`src/design/dicc_pkg.sv`:
```
// Shared types and constants for the divide cycle count pipeline.
// Used by dicc_front, dicc_step_stage and div_instruction_cycle_count_core.
package dicc_pkg;

    // Half counts: the reported figure is always twice the working count.
    localparam int CntW             = 7;
    localparam int UnsBaseHalf      = 38;
    localparam int UnsOvfHalf       = 5;
    localparam int SgnBaseHalf      = 61;
    localparam int SgnOvfHalf       = 8;
    localparam int DivSteps         = 15;
    localparam int StepsPerStage    = 3;
    localparam int NumStepStages    = DivSteps / StepsPerStage;

    typedef struct packed {
        logic        req_type;
        logic [31:0] dividend;
        logic [15:0] divisor;
    } req_t;

    typedef struct packed {
        logic [7:0] cycle_count;
        logic       zero_divisor;
    } rsp_t;

    // Item as it travels down the step stages.
    typedef struct packed {
        logic            sign_mode;
        logic            done;       // count already final (zero or overflow)
        logic            zero;
        logic [31:0]     w;          // partial remainder in upper half
        logic [15:0]     d;          // absolute divisor
        logic [CntW-1:0] cnt;
    } work_t;

endpackage

```
`src/design/dicc_front.sv`:
```
// Entry stage: absolute values, overflow check and starting count.
// Depends on dicc_pkg.
module dicc_front import dicc_pkg::*;
(
    input  logic  clk,
    input  logic  rst_n,
    input  logic  up_valid,
    output logic  up_ready,
    input  req_t  up_data,
    output logic  dn_valid,
    input  logic  dn_ready,
    output work_t dn_data
);

    logic            valid_reg;
    work_t           data_reg;
    work_t           data_next;
    logic            dvd_neg;
    logic            dvs_neg;
    logic [31:0]     a_dvd;
    logic [15:0]     a_dvs;
    logic            zero;
    logic            ovf;
    logic [CntW-1:0] cnt;

    always_comb
    begin
        dvd_neg = up_data.req_type & up_data.dividend[31];
        dvs_neg = up_data.req_type & up_data.divisor[15];
        a_dvd   = dvd_neg ? (32'd0 - up_data.dividend) : up_data.dividend;
        a_dvs   = dvs_neg ? (16'd0 - up_data.divisor) : up_data.divisor;
        zero    = (up_data.divisor == 16'd0);
        ovf     = (a_dvd[31:16] >= a_dvs);

        if (zero)
            cnt = '0;
        else if (!up_data.req_type)
            cnt = ovf ? CntW'(UnsOvfHalf) : CntW'(UnsBaseHalf);
        else if (ovf)
            cnt = CntW'(SgnOvfHalf) + CntW'(dvd_neg);
        else if (dvs_neg)
            cnt = CntW'(SgnBaseHalf) + CntW'(dvd_neg);
        else
            cnt = dvd_neg ? CntW'(SgnBaseHalf + 2) : CntW'(SgnBaseHalf - 1);

        data_next.sign_mode = up_data.req_type;
        data_next.done      = zero | ovf;
        data_next.zero      = zero;
        data_next.w         = a_dvd;
        data_next.d         = a_dvs;
        data_next.cnt       = cnt;
    end

    assign up_ready = !valid_reg || dn_ready;

    always_ff @(posedge clk or negedge rst_n)
    begin
        if (!rst_n)
            valid_reg <= 1'b0;
        else if (up_ready)
            valid_reg <= up_valid;
    end

    always_ff @(posedge clk)
    begin
        if (up_ready && up_valid)
            data_reg <= data_next;
    end

    assign dn_valid = valid_reg;
    assign dn_data  = data_reg;

endmodule

```
`src/design/dicc_step_stage.sv`:
```
// One pipeline stage running a few restoring divide steps with cycle counting.
// Depends on dicc_pkg.
module dicc_step_stage import dicc_pkg::*;
(
    input  logic  clk,
    input  logic  rst_n,
    input  logic  up_valid,
    output logic  up_ready,
    input  work_t up_data,
    output logic  dn_valid,
    input  logic  dn_ready,
    output work_t dn_data
);

    logic  valid_reg;
    work_t data_reg;
    work_t data_next;

    always_comb
    begin
        logic        c;
        logic [16:0] top;
        logic        q;
        data_next = up_data;
        for (int k = 0; k < StepsPerStage; k++)
        begin
            // shifted-out bit makes the compare always pass
            c   = data_next.w[31];
            top = {c, data_next.w[30:15]};
            q   = (top >= {1'b0, data_next.d});
            data_next.w[31:16] = q ? 16'(top - {1'b0, data_next.d}) : top[15:0];
            data_next.w[15:0]  = {data_next.w[14:0], 1'b0};
            if (!up_data.done)
            begin
                if (up_data.sign_mode)
                    data_next.cnt = data_next.cnt + CntW'(!q);
                else if (!c)
                    data_next.cnt = data_next.cnt + (q ? CntW'(1) : CntW'(2));
            end
        end
    end

    assign up_ready = !valid_reg || dn_ready;

    always_ff @(posedge clk or negedge rst_n)
    begin
        if (!rst_n)
            valid_reg <= 1'b0;
        else if (up_ready)
            valid_reg <= up_valid;
    end

    always_ff @(posedge clk)
    begin
        if (up_ready && up_valid)
            data_reg <= data_next;
    end

    assign dn_valid = valid_reg;
    assign dn_data  = data_reg;

`ifndef SYNTHESIS
    a_rem_below_divisor: assert property (@(posedge clk) disable iff (!rst_n)
        valid_reg && !data_reg.done |-> data_reg.w[31:16] < data_reg.d)
        else $error("partial remainder not below divisor");

    a_done_count_small: assert property (@(posedge clk) disable iff (!rst_n)
        valid_reg && data_reg.done |-> data_reg.cnt <= CntW'(SgnOvfHalf + 1))
        else $error("early result count out of range");

    a_hold_when_blocked: assert property (@(posedge clk) disable iff (!rst_n)
        valid_reg && !dn_ready |=> valid_reg && $stable(data_reg))
        else $error("stage changed while blocked");
`endif

endmodule

```
`src/design/div_instruction_cycle_count_core.sv`:
```
// Top level of the divide instruction cycle count pipeline.
// Depends on dicc_pkg, dicc_front and dicc_step_stage.
//
// Request channel: req_valid/req_stall/req_data carry a mode bit (signed or
// unsigned), a 32-bit dividend and a 16-bit divisor. Response channel:
// rsp_valid/rsp_stall/rsp_data carry the clock count of the divide and a
// zero divisor flag. A request is taken on an edge with valid high and
// stall low; one response comes back for each request, in order.
// Each taken request is registered in every stage before it shows on
// rsp_valid. Throughput: one request per cycle while nothing is stalled.
// The path is an entry stage (absolute values, overflow check, starting
// count) and five stages of three restoring divide steps each, 15 steps
// in all. Each stage holds one request and moves on whenever the next one
// is empty or moving, so bubbles close up behind a stalled response and
// requests are still taken until all six stages are full.
// Reset clears all valid bits; no request is in flight afterwards.
module div_instruction_cycle_count_core import dicc_pkg::*;
(
    input  logic clk,
    input  logic rst_n,
    input  logic req_valid,
    output logic req_stall,
    input  req_t req_data,
    output logic rsp_valid,
    input  logic rsp_stall,
    output rsp_t rsp_data
);

    logic  valid_s [NumStepStages+1];
    logic  ready_s [NumStepStages+1];
    work_t data_s  [NumStepStages+1];
    logic  ready_front;
    work_t last;

    dicc_front u_front
    (
        .clk      (clk),
        .rst_n    (rst_n),
        .up_valid (req_valid),
        .up_ready (ready_front),
        .up_data  (req_data),
        .dn_valid (valid_s[0]),
        .dn_ready (ready_s[0]),
        .dn_data  (data_s[0])
    );

    for (genvar i = 0; i < NumStepStages; i++)
    begin : g_step
        dicc_step_stage u_step
        (
            .clk      (clk),
            .rst_n    (rst_n),
            .up_valid (valid_s[i]),
            .up_ready (ready_s[i]),
            .up_data  (data_s[i]),
            .dn_valid (valid_s[i+1]),
            .dn_ready (ready_s[i+1]),
            .dn_data  (data_s[i+1])
        );
    end

    assign ready_s[NumStepStages] = !rsp_stall;
    assign req_stall              = !ready_front;

    assign last                  = data_s[NumStepStages];
    assign rsp_valid             = valid_s[NumStepStages];
    assign rsp_data.cycle_count  = {last.cnt, 1'b0};
    assign rsp_data.zero_divisor = last.zero;

`ifndef SYNTHESIS
    a_zero_gives_zero: assert property (@(posedge clk) disable iff (!rst_n)
        rsp_valid && rsp_data.zero_divisor |-> rsp_data.cycle_count == 8'd0)
        else $error("zero divisor with non-zero count");

    a_count_nonzero: assert property (@(posedge clk) disable iff (!rst_n)
        rsp_valid && !rsp_data.zero_divisor |-> rsp_data.cycle_count >= 8'd10)
        else $error("count too small for a real divide");

    a_count_max: assert property (@(posedge clk) disable iff (!rst_n)
        rsp_valid |-> rsp_data.cycle_count <= 8'd156)
        else $error("count above maximum");
`endif

endmodule

```
`config.mk`:
```
export PLATFORM = sky130hd
export DESIGN_NAME = div_instruction_cycle_count_core
export DESIGN_NICKNAME = d
export VERILOG_FILES = /design/src/design/dicc_pkg.sv /design/src/design/dicc_front.sv /design/src/design/dicc_step_stage.sv /design/src/design/div_instruction_cycle_count_core.sv
export SDC_FILE = /design/constraint.sdc
export NUM_CORES = 1
export LEC_CHECK = 0
export BUFFER_PORTS_ARGS = -buffer_cell sky130_fd_sc_hd__buf_2
export CAP_MARGIN = 15
export CORE_MARGIN = 8
export CORE_UTILIZATION = 45
export CTS_BUF_LIST = sky130_fd_sc_hd__clkbuf_8
export CTS_CLUSTER_DIAMETER = 40
export CTS_CLUSTER_SIZE = 12
export DETAILED_ROUTE_END_ITERATION = 6
export PLACE_DENSITY_LB_ADDON = 0.15
export SYNTH_ARGS = -nofsm -noshare
export SYNTH_HDL_FRONTEND = slang
export SYNTH_SLANG_ARGS = --single-unit
```
`constraint.sdc`:
```
create_clock -name clk -period 9.9 [get_ports clk]
set_input_delay 2.475 -clock clk [delete_from_list [all_inputs] [get_ports clk]]
set_output_delay 2.475 -clock clk [all_outputs]
set_load 0.005 [all_outputs]
```
==> qor_table.md <==
| Stage | Item | Value |
|---|---|---|
| sta | Setup Total Neg Slack | 0 ns |
| grt | All-Layer GR Usage | 0.211 |
| grt | Number of global-route vias before repair | 23,105 |
| logic synthesis | Number of flops mapped to enable cells by yosys | 262 |
| final layout | Antenna cells | 0 |
| final layout | Layout overhead on the synthesized area | 9.22% |
| grt | Met3 Resource Use GR | 0.0260 |
| grt | Initial antenna violation count | 0 |
| floorplanning | Area of the die | 68,400 sq um |
| logic synthesis | Average size of a mapped cell | 8.98 sq um |
| grt | Wire length of the first global-routing pass | 116,000 um |
| worst setup path | Critical path's largest stage delay | 0.53 ns |
| final layout | Share of post-route cells with drive strength above 1 | 0.109 |
| cts | Buffer type at the clock tree root | clkbuf_8 |
| place | Sum of net half-perimeters after detailed placement | 59,500 um |
| floorplanning | Effective utilization at floorplan | 0.452 |
| logic synthesis | Prevailing post-synth register cell | edfxtp_1 |
| floorplanning | Horiz. Die Dim | 262 um |
| min path | Classification of the worst-slack hold path | flip-flop to flip-flop |
| route | Iteration-0 DRC Markers | 1,119 |
| worst setup path | Crit path top cell by count | buf_4 |
| place | Input/output buffers | 62 |
| worst setup path | Worst-path maximum fanout | 18 |
| grt | Global routing's busiest layer | met2 |
| sta | Setup violators final | 0 |
| sta | Transition at the pin with the smallest max-transition slack | 0.827 ns |
| sta | Unrepaired setup endpoints after global routing | no |
| cts | Insertion delay to the later sink of the worst-skew pair | 0.69 ns |
| logic synthesis | Sequential element share of the synthesized area | 0.296 |
| grt | Aggregate global routing overflow | 0 |
| cts | Clock slew seen by the registers of the worst setup and hold paths | 0.06 ns |
| sta | Pins Over Slew Limit | 0 |
| route | Detailed-routing iteration count for the pre-antenna-repair pass | 7 |
| cts | Clock buffer count from CTS | 51 |
| floorplanning | Row Count | 90 |
| cts | Post-CTS setup buffer count | 0 |
| logic synthesis | Proportion of synthesized flip-flops having asynchronous set or reset | 0.0224 |
| worst setup path | Data required time at the worst endpoint | 10.30 ns |
| sta | Relative max-transition margin | 0.442 |
| sta | Number of failing hold endpoints at the final stage | 0 |
| logic synthesis | Synthesized cell area | 27,100 sq um |
| outcome | Result of the run | completed |
| flow run | Max-cap violations | 0 |
| sta | Share of the cycle needed by the critical path after routing | 0.945 |
| cts | Total clock sinks | 268 |
| logic synthesis | Synth warn | 0 |
| sta | F_max | 107 MHz |
| logic synthesis | Cells after synthesis | 3,020 |
| grt | Pin count of the biggest net entering global routing | 57 |
| cts | Clock buffer depth | 3 |
| worst setup path | Kind of start point of the critical path | flip-flop |
| cts | Deepest level of the CTS H-tree | 2 |
| cts | Post-CTS Hold Fix Bufs | 0 |
| worst setup path | Highest-delay cell along the critical path | fa_1 |
| route | Wire length per cell | 18.5 um |
| cts | CTS tree | yes |
| place | Gpl congestion | 0.918 |
| route | Final routed wirelength across all metal layers | 72,600 um |
| logic synthesis | Total of flip-flops plus latches after synthesis | 268 |
| logic synthesis | Number of nets produced by synthesis | 3,419 |
| floorplanning | Number of ports placed on the die boundary | 64 |
| worst setup path | Arrival time at the worst endpoint | 9.76 ns |
| sta | Shortest period the worst path allows | 9.35 ns |
| final layout | Net count reported at finish | 3,491 |
| floorplanning | Area of the placeable core | 60,000 sq um |
| grt | Met2 capacity usage during global routing | 0.412 |
| grt | Fraction of met1 tracks used by global routing | 0.218 |
| sta | Largest clock skew in the final design | 0.0564 ns |
| route | Mean number of vias per cell | 5.76 |
| route | Total via count after detailed routing | 22,570 |
| floorplanning | Die extent in y | 262 um |
| worst setup path | Critical path endpoint category | flip-flop |
| route | Post-detailed-route DRC marker count | 0 |
| logic synthesis | Number of distinct library cells after synthesis | 97 |
| route | Count of antenna-violating nets left after detailed routing | 0 |
| worst setup path | Critical path start-end classification | flip-flop to flip-flop |
Yosys cell counts (14+ instances only):
cell type	instances	area share
nor2b_1	45	0.010
nor2_1	204	0.028
a21o_1	82	0.023
o21a_1	52	0.014
or2_2	15	0.0035
nand3_1	74	0.014
mux2_2	94	0.039
o21ai_0	191	0.035
a211oi_1	18	0.0050
nand2b_1	35	0.0081
o31ai_1	33	0.0091
edfxtp_1	262	0.29
mux2i_1	34	0.013
nand2_1	259	0.036
nor4_1	20	0.0046
xor2_1	111	0.036
clkbuf_1	48	0.0066
or3_1	17	0.0039
and3_1	17	0.0039
xnor2_1	146	0.047
o211ai_1	22	0.0061
inv_1	243	0.034
nand4_1	56	0.013
ha_1	318	0.15
nor3_1	71	0.013
fa_1	28	0.021
nand3b_1	14	0.0039
and2_1	24	0.0055
a31oi_1	21	0.0048
a21oi_1	216	0.040
layout make-up:
type                    count  area [sq um]
clock buffers              52           716
clock inverters            43           543
fillers                  5655         30400
inverters                 246           923
multi-input cells        2427         17900
flip-flops and latches    268          8020
well taps                 782           978
repair buffers             98           581
worst paths after layout:
path | slack (ns) | cells past startpoint | from | end
min reg2reg | 0.42 | 0 | g_step[2].u_step.dn_data[55] | g_step[3].u_step.dn_data[55]
min | 0.42 | 0 | g_step[2].u_step.dn_data[55] | g_step[3].u_step.dn_data[55]
min in group asynchronous | 1.60 | 1 | rst_n | g_step[1].u_step.dn_valid
max | 0.55 | 36 | g_step[2].u_step.dn_data[8] | g_step[3].u_step.dn_data[1]
max in group asynchronous | 8.12 | 1 | rst_n | g_step[2].u_step.dn_valid
max reg2reg | 0.55 | 36 | g_step[2].u_step.dn_data[8] | g_step[3].u_step.dn_data[1]
per-layer routing:
metal / part of all wire / vias up
met4: 0.054 / 0
met2: 0.53 / 432
li1: - / 11242
met1: 0.39 / 10706
met3: 0.027 / 190
met5: 0 / -
state kept, by name (all words and copies together), names as in the netlist:
signal / flops
u_front.dn_valid: 1
u_front.dn_data: 56
g_step.u_step.dn_data: 206
g_step.u_step.dn_valid: 5
critical path, delay by kind of cell (launching register included):
| family | cells | cell delay, ns |
|---|---|---|
| and+or+nand+nor | 3 | 0.91 |
| muxes | 4 | 1.11 |
| buffers and inverters | 6 | 1.14 |
| AOI/OAI and AO/OA | 19 | 3.89 |
| adders and majority gates | 4 | 1.52 |
| DFF | 1 | 0.51 |
cells in the final DEF (no fill, tap or decap), drive strengths merged, types with 16 or more instances in the layout:
cell type | Yosys | layout
ha | 318 | 318
edfxtp | 262 | 262
nand2 | 260 | 260
inv | 244 | 259
a21oi | 216 | 216
nor2 | 204 | 204
o21ai | 195 | 195
xnor2 | 146 | 146
xor2 | 111 | 111
mux2 | 101 | 101
buf | 31 | 98
a21o | 82 | 82
nand3 | 74 | 74
nor3 | 73 | 73
nand4 | 56 | 56
o21a | 52 | 52
clkbuf | 48 | 52
nor2b | 45 | 45
nand2b | 35 | 35
mux2i | 34 | 34
o31ai | 33 | 33
fa | 28 | 28
and2 | 24 | 24
o211ai | 22 | 22
a211oi | 22 | 22
a31oi | 21 | 21
nor4 | 21 | 21
and3 | 17 | 17
or3 | 17 | 17
or2 | 16 | 16
cell families after synthesis:
group / share of synthesized area
buf+inv: 0.0482
mux: 0.0545
fa+ha+maj: 0.168
xor+xnor: 0.0830
flops: 0.296
compound gates: 0.189
simple gates: 0.162
other cells: 0.000138
metrics by stage:
step / instances / worst slack [ns] / instance area [sq um] / hold WS [ns] / utilization
2_1_floorplan: 3020 / 0.976 / 27100 / 0.400 / -
3_3_place_gp: 3821 / 0.0237 / 28300 / 0.401 / 0.472
3_5_place_dp: 3821 / -0.106 / 28300 / 0.405 / 0.472
4_1_cts: 3916 / 0.00828 / 29600 / 0.423 / 0.493
5_1_grt: 3916 / 0.0343 / 29600 / 0.430 / 0.494
6_report: 3916 / 0.547 / 29600 / 0.422 / 0.494
what timing repair did:
| item | CTS | global route |
|---|---|---|
| endpoints found under the setup margin | 4 | 17 |
| gates resized for setup | 1 | 13 |
| gates cloned | 0 | 0 |
| pin swaps | 0 | 0 |
Power is not shown: default switching activity piles up to over one toggle a cycle in this logic, so the estimate is an artifact.
